[config.mk]
export PLATFORM = sky130hd
export DESIGN_NAME = substring_first_match
export DESIGN_NICKNAME = d
export VERILOG_FILES = /design/src/hw/rtl/sfm_pkg.sv /design/src/hw/rtl/substring_first_match.sv /design/src/hw/rtl/sfm_fifo.sv /design/src/hw/rtl/sfm_front.sv /design/src/hw/rtl/sfm_back.sv
export SDC_FILE = /design/constraint.sdc
export NUM_CORES = 1
export LEC_CHECK = 0
export ABC_AREA = 1
export BUFFER_PORTS_ARGS = -buffer_cell sky130_fd_sc_hd__buf_2
export CAP_MARGIN = 15
export CORE_MARGIN = 5
export CORE_UTILIZATION = 40
export CTS_BUF_LIST = sky130_fd_sc_hd__clkbuf_16
export CTS_CLUSTER_SIZE = 16
export DETAILED_ROUTE_END_ITERATION = 10
export GPL_ROUTABILITY_DRIVEN = 1
export PLACE_DENSITY_LB_ADDON = 0.12
export REMOVE_ABC_BUFFERS = 1
export SLEW_MARGIN = 20
export SYNTH_ARGS = -nofsm -noshare
export SYNTH_HDL_FRONTEND = slang
export SYNTH_SLANG_ARGS = --single-unit
[constraint.sdc]
create_clock -name clk -period 22.6 [get_ports clk]
set_input_delay 1.13 -clock clk [delete_from_list [all_inputs] [get_ports clk]]
set_output_delay 1.13 -clock clk [all_outputs]
set_load 0.01 [all_outputs]
[src/hw/rtl/sfm_pkg.sv]
// Shared types and constants for the substring first-match search block.
`timescale 1ns / 1ps

package sfm_pkg;

  localparam int BYTE_W = 8;
  localparam int POS_W  = 32;
  localparam int FUNC_W = 2;

  // Selector codes as they arrive on the func port.
  localparam logic [FUNC_W-1:0] FUNC_NEEDLE   = 2'd0;
  localparam logic [FUNC_W-1:0] FUNC_HAYSTACK = 2'd1;
  localparam logic [FUNC_W-1:0] FUNC_CLEAR    = 2'd2;

  // Kind of work carried from the front to the engine.
  typedef enum logic [1:0] {
    K_NEEDLE   = 2'd0,
    K_HAYSTACK = 2'd1,
    K_CLEAR    = 2'd2
  } kind_t;

  typedef struct packed {
    kind_t             kind;
    logic [BYTE_W-1:0] data;
    logic              last;
  } item_t;

  typedef struct packed {
    logic             found;
    logic [POS_W-1:0] position;
    logic             needle_too_long;
  } result_t;

endpackage

[src/hw/rtl/substring_first_match.sv]
// Top level of the substring first-match search block.
`timescale 1ns / 1ps

// Streams a haystack one byte per clock while the engine is not held and
// reports where a stored needle first occurs. Both sides behave as queues: a
// transaction enters when push is high and full is low, and a result leaves
// when pop is high and empty is low. Load a needle with func = 0 bytes,
// ending with last = 1; it is kept for every following haystack until a new
// needle starts or a func = 2 clear item empties it. Bytes beyond MAX_NEEDLE
// are dropped and reported through needle_too_long. Each haystack is sent as
// func = 1 bytes, and the byte with last = 1 produces exactly one result:
// found, the offset of the first match start in position (zero when nothing
// matched), and the needle overflow flag. An empty needle always matches at
// offset zero. The search engine takes every item, needle or haystack, at
// one transaction per clock while it is not held; the rate is set by the
// window compare, in which all MAX_NEEDLE lanes check the stored needle
// bytes against the window in parallel. A haystack's last byte is written
// to the input queue, handled by the engine while it sits at the head of
// that queue, and its result is written to the result queue, whose head
// drives the output ports. Items with func = 3 are accepted and ignored.
// The engine holds only when the result queue is full and the next item
// would produce a result; the input queue absorbs that stall.
module substring_first_match #(
  parameter int MAX_NEEDLE  = 64,
  parameter int QUEUE_DEPTH = 2
) (
  input  logic                        clk,
  input  logic                        rst,
  input  logic                        push,
  output logic                        full,
  input  logic [sfm_pkg::FUNC_W-1:0]  func,
  input  logic [sfm_pkg::BYTE_W-1:0]  data,
  input  logic                        last,
  output logic                        empty,
  input  logic                        pop,
  output logic                        found,
  output logic [sfm_pkg::POS_W-1:0]   position,
  output logic                        needle_too_long
);

  import sfm_pkg::*;

  // Front to engine: queued work items.
  logic    q_valid;
  item_t   q_item;
  logic    q_pop;

  // Engine to result queue.
  logic    res_full;
  logic    res_push;
  result_t res_in;
  result_t res_out;

  sfm_front #(
    .QUEUE_DEPTH (QUEUE_DEPTH)
  ) u_front (
    .clk     (clk),
    .rst     (rst),
    .push    (push),
    .full    (full),
    .func    (func),
    .data    (data),
    .last    (last),
    .q_valid (q_valid),
    .q_item  (q_item),
    .q_pop   (q_pop)
  );

  sfm_back #(
    .MAX_NEEDLE (MAX_NEEDLE)
  ) u_back (
    .clk      (clk),
    .rst      (rst),
    .in_valid (q_valid),
    .in_item  (q_item),
    .in_pop   (q_pop),
    .out_full (res_full),
    .out_push (res_push),
    .out_res  (res_in)
  );

  // The result queue decouples the engine from a slow consumer.
  sfm_fifo #(
    .WIDTH ($bits(result_t)),
    .DEPTH (QUEUE_DEPTH)
  ) u_result_q (
    .clk   (clk),
    .rst   (rst),
    .push  (res_push),
    .wdata (res_in),
    .full  (res_full),
    .pop   (pop),
    .rdata (res_out),
    .empty (empty)
  );

  assign found           = res_out.found;
  assign position        = res_out.position;
  assign needle_too_long = res_out.needle_too_long;

endmodule

[src/hw/rtl/sfm_fifo.sv]
// Small first-word-fall-through queue built from registers.
`timescale 1ns / 1ps

module sfm_fifo #(
  parameter int WIDTH = 8,
  parameter int DEPTH = 2
) (
  input  logic             clk,
  input  logic             rst,
  input  logic             push,
  input  logic [WIDTH-1:0] wdata,
  output logic             full,
  input  logic             pop,
  output logic [WIDTH-1:0] rdata,
  output logic             empty
);

  localparam int AW = (DEPTH > 1) ? $clog2(DEPTH) : 1;
  localparam int CW = $clog2(DEPTH + 1);

  logic [WIDTH-1:0] slots [DEPTH];
  logic [AW-1:0]    wr_ptr;
  logic [AW-1:0]    rd_ptr;
  logic [CW-1:0]    count;
  logic             wr_en;
  logic             rd_en;

  assign full  = (count == CW'(DEPTH));
  assign empty = (count == '0);
  assign wr_en = push && !full;
  assign rd_en = pop && !empty;
  assign rdata = slots[rd_ptr];

  always_ff @(posedge clk) begin
    if (wr_en) begin
      slots[wr_ptr] <= wdata;
    end
  end

  always_ff @(posedge clk) begin
    if (rst) begin
      wr_ptr <= '0;
      rd_ptr <= '0;
      count  <= '0;
    end else begin
      if (wr_en) begin
        wr_ptr <= (wr_ptr == AW'(DEPTH - 1)) ? '0 : wr_ptr + AW'(1);
      end
      if (rd_en) begin
        rd_ptr <= (rd_ptr == AW'(DEPTH - 1)) ? '0 : rd_ptr + AW'(1);
      end
      if (wr_en && !rd_en) begin
        count <= count + CW'(1);
      end else if (rd_en && !wr_en) begin
        count <= count - CW'(1);
      end
    end
  end

`ifndef NO_ASSERTIONS
  a_count_bound: assert property (@(posedge clk) disable iff (rst)
    count <= CW'(DEPTH))
    else $error("queue count above depth");

  a_count_up: assert property (@(posedge clk) disable iff (rst)
    wr_en && !rd_en |=> count == $past(count) + CW'(1))
    else $error("queue count did not grow on a lone write");

  a_count_down: assert property (@(posedge clk) disable iff (rst)
    rd_en && !wr_en |=> count == $past(count) - CW'(1))
    else $error("queue count did not shrink on a lone read");
`endif

endmodule

[src/hw/rtl/sfm_front.sv]
// Input side: decodes the selector and queues work items for the engine.
`timescale 1ns / 1ps

module sfm_front #(
  parameter int QUEUE_DEPTH = 2
) (
  input  logic                             clk,
  input  logic                             rst,
  input  logic                             push,
  output logic                             full,
  input  logic [sfm_pkg::FUNC_W-1:0]       func,
  input  logic [sfm_pkg::BYTE_W-1:0]       data,
  input  logic                             last,
  output logic                             q_valid,
  output sfm_pkg::item_t                   q_item,
  input  logic                             q_pop
);

  import sfm_pkg::*;

  item_t item;
  logic  keep;
  logic  q_empty;

  // The unused selector code is swallowed here and never reaches the engine.
  always_comb begin
    item.data = data;
    item.last = last;
    item.kind = K_NEEDLE;
    keep      = 1'b1;
    case (func)
      FUNC_NEEDLE:   item.kind = K_NEEDLE;
      FUNC_HAYSTACK: item.kind = K_HAYSTACK;
      FUNC_CLEAR:    item.kind = K_CLEAR;
      default:       keep = 1'b0;
    endcase
  end

  sfm_fifo #(
    .WIDTH ($bits(item_t)),
    .DEPTH (QUEUE_DEPTH)
  ) u_item_q (
    .clk   (clk),
    .rst   (rst),
    .push  (push && keep),
    .wdata (item),
    .full  (full),
    .pop   (q_pop),
    .rdata (q_item),
    .empty (q_empty)
  );

  assign q_valid = !q_empty;

endmodule

[src/hw/rtl/sfm_back.sv]
// Search engine: holds the needle and window and compares every window position.
`timescale 1ns / 1ps

module sfm_back #(
  parameter int MAX_NEEDLE = 64
) (
  input  logic             clk,
  input  logic             rst,
  input  logic             in_valid,
  input  sfm_pkg::item_t   in_item,
  output logic             in_pop,
  input  logic             out_full,
  output logic             out_push,
  output sfm_pkg::result_t out_res
);

  import sfm_pkg::*;

  localparam int LW = $clog2(MAX_NEEDLE + 1);

  // The needle is kept newest byte first, so entry i lines up with window
  // entry i whatever the needle length is.
  logic [BYTE_W-1:0] pat [MAX_NEEDLE];
  logic [BYTE_W-1:0] win [MAX_NEEDLE];
  logic [BYTE_W-1:0] win_new [MAX_NEEDLE];
  logic [LW-1:0]     plen;
  logic              povf;
  logic              prestart;
  logic [POS_W-1:0]  seen;
  logic              mseen;
  logic [POS_W-1:0]  moff;

  logic              go;
  logic              is_hay;
  logic              is_needle;
  logic [LW-1:0]     len_base;
  logic              room;
  logic [POS_W-1:0]  seen_next;
  logic [POS_W-1:0]  offset;
  logic [MAX_NEEDLE-1:0] lane_ok;
  logic              window_eq;
  logic              hit;

  assign is_hay    = (in_item.kind == K_HAYSTACK);
  assign is_needle = (in_item.kind == K_NEEDLE);
  assign go        = in_valid && !(is_hay && in_item.last && out_full);
  assign in_pop    = go;
  assign out_push  = go && is_hay && in_item.last;

  assign len_base = prestart ? '0 : plen;
  assign room     = (len_base < LW'(MAX_NEEDLE));

  always_comb begin
    win_new[0] = in_item.data;
    for (int k = 1; k < MAX_NEEDLE; k++) begin
      win_new[k] = win[k-1];
    end
  end

  // Lane i checks the needle byte i places from its end against the window
  // byte i places back from the newest one.
  always_comb begin
    for (int i = 0; i < MAX_NEEDLE; i++) begin
      if (LW'(i) < plen) begin
        lane_ok[i] = (pat[i] == win_new[i]);
      end else begin
        lane_ok[i] = 1'b1;
      end
    end
  end

  assign window_eq = &lane_ok;
  assign seen_next = (seen == '1) ? seen : seen + POS_W'(1);
  assign offset    = seen_next - POS_W'(plen);
  assign hit       = !mseen && (plen != '0) && (seen_next >= POS_W'(plen)) && window_eq;

  always_comb begin
    out_res.needle_too_long = povf;
    if (plen == '0) begin
      out_res.found    = 1'b1;
      out_res.position = '0;
    end else if (mseen) begin
      out_res.found    = 1'b1;
      out_res.position = moff;
    end else if (hit) begin
      out_res.found    = 1'b1;
      out_res.position = offset;
    end else begin
      out_res.found    = 1'b0;
      out_res.position = '0;
    end
  end

  always_ff @(posedge clk) begin
    if (go && is_needle && room) begin
      pat[0] <= in_item.data;
      for (int k = 1; k < MAX_NEEDLE; k++) begin
        pat[k] <= pat[k-1];
      end
    end
  end

  always_ff @(posedge clk) begin
    if (go && is_hay) begin
      for (int k = 0; k < MAX_NEEDLE; k++) begin
        win[k] <= win_new[k];
      end
    end
  end

  always_ff @(posedge clk) begin
    if (rst) begin
      plen     <= '0;
      povf     <= 1'b0;
      prestart <= 1'b1;
      seen     <= '0;
      mseen    <= 1'b0;
      moff     <= '0;
    end else if (go) begin
      case (in_item.kind)
        K_NEEDLE: begin
          if (room) begin
            plen <= len_base + LW'(1);
            povf <= prestart ? 1'b0 : povf;
          end else begin
            plen <= len_base;
            povf <= 1'b1;
          end
          prestart <= in_item.last;
        end
        K_CLEAR: begin
          plen     <= '0;
          povf     <= 1'b0;
          prestart <= 1'b1;
        end
        K_HAYSTACK: begin
          if (in_item.last) begin
            seen  <= '0;
            mseen <= 1'b0;
            moff  <= '0;
          end else begin
            seen <= seen_next;
            if (hit) begin
              mseen <= 1'b1;
              moff  <= offset;
            end
          end
        end
        default: begin
        end
      endcase
    end
  end

`ifndef NO_ASSERTIONS
  a_len_bound: assert property (@(posedge clk) disable iff (rst)
    plen <= LW'(MAX_NEEDLE))
    else $error("needle length above capacity");

  a_ovf_full: assert property (@(posedge clk) disable iff (rst)
    povf |-> plen == LW'(MAX_NEEDLE))
    else $error("overflow flagged on a needle that is not full");

  a_offset_order: assert property (@(posedge clk) disable iff (rst)
    mseen |-> moff < seen)
    else $error("recorded match starts beyond the bytes seen");

  a_clear_effect: assert property (@(posedge clk) disable iff (rst)
    go && in_item.kind == K_CLEAR |=> plen == '0 && !povf && prestart)
    else $error("clear item did not empty the needle");

  a_no_push_full: assert property (@(posedge clk) disable iff (rst)
    out_push |-> !out_full)
    else $error("result pushed into a full result queue");
`endif

endmodule
**Yosys cells after proc, flatten, opt, wreduce, memory -nomap -nowiden**

Memory sizes are Yosys's and may differ from the RTL's. A register that Yosys moved wholly into a read port is not among the register bits.
Index checks and enable logic that the tools add are counted.

- Add/sub/neg operators: 11
- $lt $le $gt $ge: 66
- Equal/unequal tests: 72
- Muxes and demuxes: 102
- Reductions and logical operators: 45

Operator list:

| operator | count |
|---|---|
| $eq 8x8->1 | 64 |
| $lt 6x7->1 const A | 32 |
| $mux 32 | 4 |
| $lt 5x7->1 const A | 16 |
| $mux 33 | 3 |
| $mux 1 | 85 |
| $reduce_and 64->1 | 1 |
| $lt 4x7->1 const A | 8 |
| $add 32x1->32 const B | 1 |
| $eq 32x32->1 const B | 1 |
| $ge 32x7->1 | 1 |
| $sub 32x7->32 | 1 |
| $lt 3x7->1 const A | 4 |
| $logic_and 1x1->1 | 19 |
| $lt 1x7->1 const A | 2 |
| $lt 2x7->1 const A | 2 |
| $mux 7 | 2 |
| $pmux 7 s2 | 1 |
| $logic_not 1->1 | 10 |
| $eq 2x2->1 const B | 4 |
| $logic_not 2->1 | 4 |
| $mux 2 | 4 |
| $reduce_bool 2->1 | 4 |
| $add 7x1->7 const B | 1 |
| other kinds (13) | 22 |

- Bits in registers: 82
- RAM bits: 1114
- Input bits: 15
- Output and inout port bits: 36
- Word-level logic and storage cells: 312
- Memories kept: 4

Memory list:

| name | depth | bits a word | rd ports | clocked after Yosys merged registers in | write ports | line | text |
|---|---|---|---|---|---|---|---|
| u_back.pat | 64 | 8 | 64 | 0 | 64 | sfm_back.sv:23 | `logic [BYTE_W-1:0] pat [MAX_NEEDLE];` |
| u_back.win | 64 | 8 | 63 | 0 | 64 | sfm_back.sv:24 | `logic [BYTE_W-1:0] win [MAX_NEEDLE];` |
| u_result_q.slots | 2 | 34 | 1 | 1 | 1 | sfm_fifo.sv:21 | `logic [WIDTH-1:0] slots [DEPTH];` |
| u_front.u_item_q.slots | 2 | 11 | 1 | 1 | 1 | sfm_fifo.sv:21 |  |

**Longest topological paths before layout**

Gate-level depths: netlist of the first run.

- Word-level depth: 12
- Mapped depth: 29
- Mapped depth without buffers: 25

**Cells and area by module**

A second synthesis of the first run with hierarchy kept.

- Cells, all modules: 3820
- Area, all modules: 49073.3 µm²

Modules (own cells, without submodules):

| module | instances | cells an instance | area an instance (µm²) | sequential area each (µm²) |
|---|---|---|---|---|
| sfm_back | 1 | 3599 | 45139.5 | 31990.7 |
| sfm_fifo at u_result_q | 1 | 143 | 2861.5 | 2142.1 |
| sfm_fifo at u_front.u_item_q | 1 | 71 | 1044.8 | 760.7 |
| sfm_front | 1 | 7 | 27.5 | 0.0 |

**Worst setup path after synthesis of the first run**

OpenSTA, ideal clock, no wires.

- Kind: flip-flop to flip-flop
- From: register with a tool-made name
- To: memory u_back.pat[0][0] (enable)
- Library setup time: 1.398 ns
- Arrival: 22.658 ns
- Data required time: 21.202 ns
- Setup slack: -1.457 ns
- Cell stages (with the launch flop): 11
- Buffers on the path: 1
- Period minus slack after synthesis: 24.057 ns
- Cell sequence: dfxtp_1 > inv_2 > buf_2 > or2_1 > o21ai_4 > inv_2 > nand4_1 > o21ai_1 > nor2_1 > nand2_1 > nor2_1

RTL lines:

| element | line |
|---|---|
| end: declaration | sfm_back.sv:23 |

==> results of run 1 <==
-- cell type report --
type | count | area, um2
multi-input combinational | 2190 | 11810
fill | 10852 | 65280
sequential | 1190 | 34890
clock inverter | 101 | 679.4
tap | 1612 | 2017
timing repair buffer | 73 | 447.9
inverter | 325 | 1227
clock buffer | 138 | 3453
-- flip-flops by register name, summed over array words and instances, names as in the netlist, 2 cells and up, named ones only --
name and flops:
u_back.pat 512, u_back.win 504, u_result_q.slots 68, u_back.moff 32, u_back.seen 32, u_front.u_item_q.slots 22
u_back.plen 7, u_front.u_item_q.count 2, u_result_q.count 2
-- cell usage after synthesis, types with 7 or more instances --
library cell	instances
inv_2	20
mux2_2	34
nor2_1	344
nand3b_1	16
ha_1	11
or2_2	35
o21ai_1	9
xor2_1	68
nand3_2	7
buf_2	19
nor2_2	12
inv_1	297
nand2_1	896
nand4_1	50
clkbuf_1	24
nor2_4	9
nand2_2	30
edfxtp_1	1106
o21ai_0	55
nand3_1	100
dfxtp_1	84
clkinv_1	8
xnor2_1	347
a21oi_2	23
o21a_1	17
a21oi_1	103
-- power by group --
part	total (mW)	switching, mW	leakage, nW	internal (mW)
Combinational	1.47	0.992	6.33	0.477
Sequential	3.42	0.300	10.8	3.11
Clock	2.03	0.854	2.14	1.18
Total	6.91	2.15	19.3	4.77
-- layout by cell type, fill, tap and decap left out, drive strengths merged, types with 34 or more instances in the layout --
master,n
inv,354
mux2,34
buf,73
clkinv,61
edfxtp,1106
o21ai,66
xnor2,347
or2,36
nand4,50
dfxtp,84
clkbuf,138
nand2,929
a21oi,126
nor2,365
xor2,68
nand3,108
-- cells by family after synthesis --
kind of cell	after synthesis
muxes	34
AOI/OAI and AO/OA	220
xor gates and xnor gates	415
buffers and inverters	377
DFF	1190
and+or+nand+nor	1509
adders and majority gates	12
-- through the flow --
| stage | TNS, ps | cells |
|---|---|---|
| floorplan | -964440 | 3705 |
| global placement | 0 | 5389 |
| detailed placement | 0 | 5389 |
| CTS | 0 | 5628 |
| global route | 0 | 5629 |
| finish | 0 | 5629 |
-- worst paths after layout --
kind / start / to / slack [ps] / cells after the start
worst min register to register: u_back.win[1][116]$_DFFE_PP_ / u_back.win[1][124]$_DFFE_PP_ / 450 / 0
worst max-delay path: flip-flop / u_back.pat[23][8]$_DFFE_PP_ / 16290 / 13
worst max register to register: flip-flop / u_back.pat[23][8]$_DFFE_PP_ / 16290 / 13
worst min-delay path: u_back.win[1][116]$_DFFE_PP_ / u_back.win[1][124]$_DFFE_PP_ / 450 / 0
-- worst register-to-register path: stages, from the launching register on --
cell and delay (ps):
dfxtp_1 670, inv_2 220, or2_1 290, o21ai_4 280, inv_2 390, nand4_1 210
o21ai_1 140, nor2_1 250, nand2_1 160, nor2_4 100, buf_4 510, buf_4 920
buf_4 840, buf_4 870
-- routing by layer --
layer	wire [um]	vias up
met5	0	-
met4	1953	0
met3	3888	145
li1	-	13027
met2	43570	410
met1	44520	12542
==> impl_metrics.toml, run 1 <==
[global_routing]
grt_max_degree = 161
met3_usage_pct = 2.917
grt_util_met1_pct = 20.86
grt_usage_pct = 14.82
use_met2_pct = 23.58
antenna_found_initial = 0
grt_first_pass_wirelength_um = 147600
grt_pass1_vias = 25977
grt.overflow.total = 0
busiest_layer = "met2"

[cts]
clock_sinks = 1190
root_buffer = "clkbuf_16"
cts_buffers = 132
postCtsSetupRepairBufs = 0
clk_pin_slew_ps = 60
hold_buffers = 0
clock_path_buffers = 3
htreeDepth = 4
cts_tree = "built"
clock_latency_ps = 720
cts_resized = 0

[final_layout]
syn2layout_area_growth_pct = 13.16
final_layout_size_suffix_gt1_share_pct = 10.75
antenna_cells = 0
final_area_um2 = 54530
nets = 3939
fin_util_pct = 45.51

[setup_path]
worstSetupPathType = "reg -> reg"
start_kind = "flip-flop"
crit_arrival_ps = 6640
end_kind = "flip-flop"
slowest_stage = "buf_4"
critPathBufInv = 6
path_delay_family = "buffers and inverters"
crit_required_ps = 22920
crit_chain = "inv_2 > or2_1 > o21ai_4 > inv_2 > nand4_1 > o21ai_1 > nor2_1 > nand2_1 > nor2_4 > buf_4 > buf_4 > buf_4 > buf_4"
slowest_delay_ps = 860
critPathMostFrequentCell = "buf_4"
cp_max_fo = 69

[placement]
dp_hpwl_um = 60340
place.gp.congestion = 0.8718
port_buffers = 50
postPlaceCellArea_um2 = 50380
post-place-ws_ps = 16130

[floorplanning]
initial_core_util_pct = 40.22
die_y_um = 357.1
core_area_um2 = 119800
die_area_um2 = 127500
die_w_um = 357.1
placementRows = 127
pin_count = 51

[sta]
hold_viol = 0
fin_skew_ps = 40.32
fmax_mhz = 158.4
period_share_pct = 27.93
tightest_slew_ps = 1044
fin_ws_ps = 16290
finalSetupViolations = 0
timing.final.crit_period_ps = 6313
slew_headroom_pct = 30.16
rsz0062_at_grt = "false"
drv_slew = 0
timing.hold.ws_ps = 445.4

[synthesis]
synth-async-reset-ratio_pct = 0
synth_ff_type = "edfxtp_1"
synth_fa_ha_area_share_pct = 0.3271
synthCells = 3757
synth_edf_count = 1106
yosysWarnings = 0
synthTopCellsByArea = "edfxtp_1, nand2_1, xnor2_1, dfxtp_1, nor2_1"
synthXorXnorAreaFrac_pct = 7.543
ys_ff_latch = 1190
synthDistinctLibCells = 45
ys_seq_area_share_pct = 72.41
synth_area_um2 = 48190
synth_top_area_share_pct = 68.92
synth-compound-area-share_pct = 2.638
synth_top_family_by_area = "simple AND/OR/NAND/NOR gates"
avgSynthCellArea_um2 = 12.83
synth_top_area_cell = "edfxtp_1"
muxShareOfSynthArea_pct = 0.7945
synthSimpleGateAreaFrac_pct = 13.16

[routing]
ant_nets = 0
drc = 0
first_pass_iters = 6
vias_per_cell = 4.641
drtIter0Drc = 1629
wl_um = 93920
dr_total_vias = 26124
wire_per_inst_um = 16.69

[run]
cap_violations = 0

[power]
ir_drop_mv = 0.07033
powerDensity_nw_per_um2 = 126.8
power.total_mw = 6.914
p_leak_nw = 19.25

[worst_hold_path]
hp-class = "reg -> reg"

[status]
status = "complete, no violations"
Power figures use the tool's default switching activity.
==> run 2: changes to the inputs <==
==> constraint.sdc (replaced) <==
create_clock -name clk -period 6.6 [get_ports clk]
set_input_delay 0.33 -clock clk [delete_from_list [all_inputs] [get_ports clk]]
set_output_delay 0.33 -clock clk [all_outputs]
set_load 0.01 [all_outputs]
==> impl_metrics.toml, run 2 (synthesized netlist as in run 1, its figures left out) <==
[global_routing]
grt_max_degree = 117
antenna_found_initial = 0
grt.overflow.total = 0
grt_usage_pct = 15.37
grt_first_pass_wirelength_um = 152700
grt_pass1_vias = 26365

[floorplanning]
die_area_um2 = 127500
placementRows = 127
core_area_um2 = 119800
die_w_um = 357.1
die_y_um = 357.1
initial_core_util_pct = 40.22
pin_count = 51

[sta]
period_share_pct = 70.17
slew_headroom_pct = 23.71
tns_ps = 0
finalSetupViolations = 0
timing.final.crit_period_ps = 4631
drv_slew = 0
fin_skew_ps = 37.07
fin_ws_ps = 1969
fmax_mhz = 215.9
tightest_slew_ps = 1142
hold_viol = 0
rsz0062_at_grt = "false"

[final_layout]
final_cells = 5644
final_common_cell = "edfxtp_1"
reg_top3 = "u_back.pat x512, u_back.win x504, u_result_q.slots x68"
final_layout_size_suffix_gt1_share_pct = 10.79
fin_util_pct = 45.79
regMostFlops = "u_back.pat"
layout_common_cells = "edfxtp_1, nand2_1, xnor2_1, nor2_1, inv_1"
largest_reg_flops = 512
multiInputGateArea_um2 = 11810
register_area_um2 = 34890
fill_cells = 10845
syn2layout_area_growth_pct = 13.84
nets = 3963
antenna_cells = 0

[setup_path]
slowest_stage = "dfxtp_1"
critPathBufInv = 4
end_kind = "flip-flop"
path_delay_family = "simple AND/OR/NAND/NOR gates"
slowest_delay_ps = 460
crit_chain = "ha_1 > inv_1 > nor2_4 > nand2_2 > nor2_4 > nand2_4 > xor2_1 > inv_1 > ha_1 > fa_1 > inv_1 > nand2_1 > nand3_1 > nand2_1 > nand4_1 > clkinv_1 > nand3_2 > nor2_4 > nand3_2 > nand3_4 > nand2_8 > nand2_8 > nand2_1 > a21oi_2"
worstSetupPathType = "reg -> reg"
cp_max_fo = 42
crit_arrival_ps = 5240
start_kind = "flip-flop"
crit_required_ps = 7210

[cts]
htreeDepth = 4
clock_path_buffers = 3
cts_resized = 0
cts_buffers = 132
clock_latency_ps = 750
cts_tree = "built"
clock_sinks = 1190
clk_pin_slew_ps = 60
root_buffer = "clkbuf_16"

[routing]
wl_um = 97130
drtIter0Drc = 1869
first_pass_iters = 5
ant_nets = 0
drc = 0
vias_per_cell = 4.680
dr_total_vias = 26415
wire_per_inst_um = 17.21

[placement]
dp.cells = 5400
place.gp.congestion = 0.8494
post-place-ws_ps = 1990
dp_hpwl_um = 63670
port_buffers = 50

[worst_hold_path]
hp-class = "in -> reg"

[power]
p_leak_nw = 19.38
powerDensity_nw_per_um2 = 433.1
ir_drop_mv = 0.2468

[run]
cap_violations = 0

[status]
status = "complete, no violations"
-- run 2: layout make-up --
cell class              instances  share of cell area (%)
well taps                    1612                   3.677
flip-flops and latches       1190                   63.61
multi-input cells            2190                   21.54
clock buffers                 136                   6.204
inverters                     325                   2.237
clock inverters                94                   1.184
repair buffers                 97                   1.556
-- run 2: metal layers --
metal / global-route usage, % / up-vias / wire (um)
met2: 24.75 / 436 / 45450
met5: 0 / - / 0
met1: 21.25 / 12782 / 45630
met4: 4.203 / 0 / 1812
met3: 3.335 / 133 / 4234
li1: - / 13064 / -
-- run 2: what timing repair did --
action	4_1_cts	5_1_grt
hold buffers	14	0
buffers inserted	0	0
endpoints found under the hold margin	25	0
-- run 2: worst paths after layout --
check	slack, ps	from	depth (start not counted)	to
hold reg to reg	430	u_back.win[0][80]$_DFFE_PP_	0	u_back.win[0][88]$_DFFE_PP_
setup reg to reg	1970	u_back.seen[0]$_SDFFE_PP0P_	24	u_back.moff[17]$_SDFFE_PP0P_
setup / recovery	1970	u_back.seen[0]$_SDFFE_PP0P_	24	u_back.moff[17]$_SDFFE_PP0P_
hold / removal	140	push	5	u_front.u_item_q.wr_ptr$_SDFFE_PP0P_
-- run 2: power by group --
| group | switching (mW) | internal [mW] |
|---|---|---|
| Clock | 2.93 | 3.96 |
| Sequential | 1.03 | 10.6 |
| Combinational | 3.45 | 1.76 |
| Total | 7.40 | 16.4 |
-- run 2: stage by stage --
step	hold WS, ps	instance area (um2)	total power, mW
6_report	141.2	54860	23.76
5_1_grt	145.0	54860	25.17
4_1_cts	41.31	54860	24.14
3_5_place_dp	432.1	50660	17.10
3_3_place_gp	432.0	50610	17.09
2_1_floorplan	392.4	47900	14.60
-- run 2: tightest hold or removal path, stage by stage --
cell and delay (ps):
buf_2 100, o21ai_0 70, nor2_1 90, o21ai_0 190
nor2_1 60
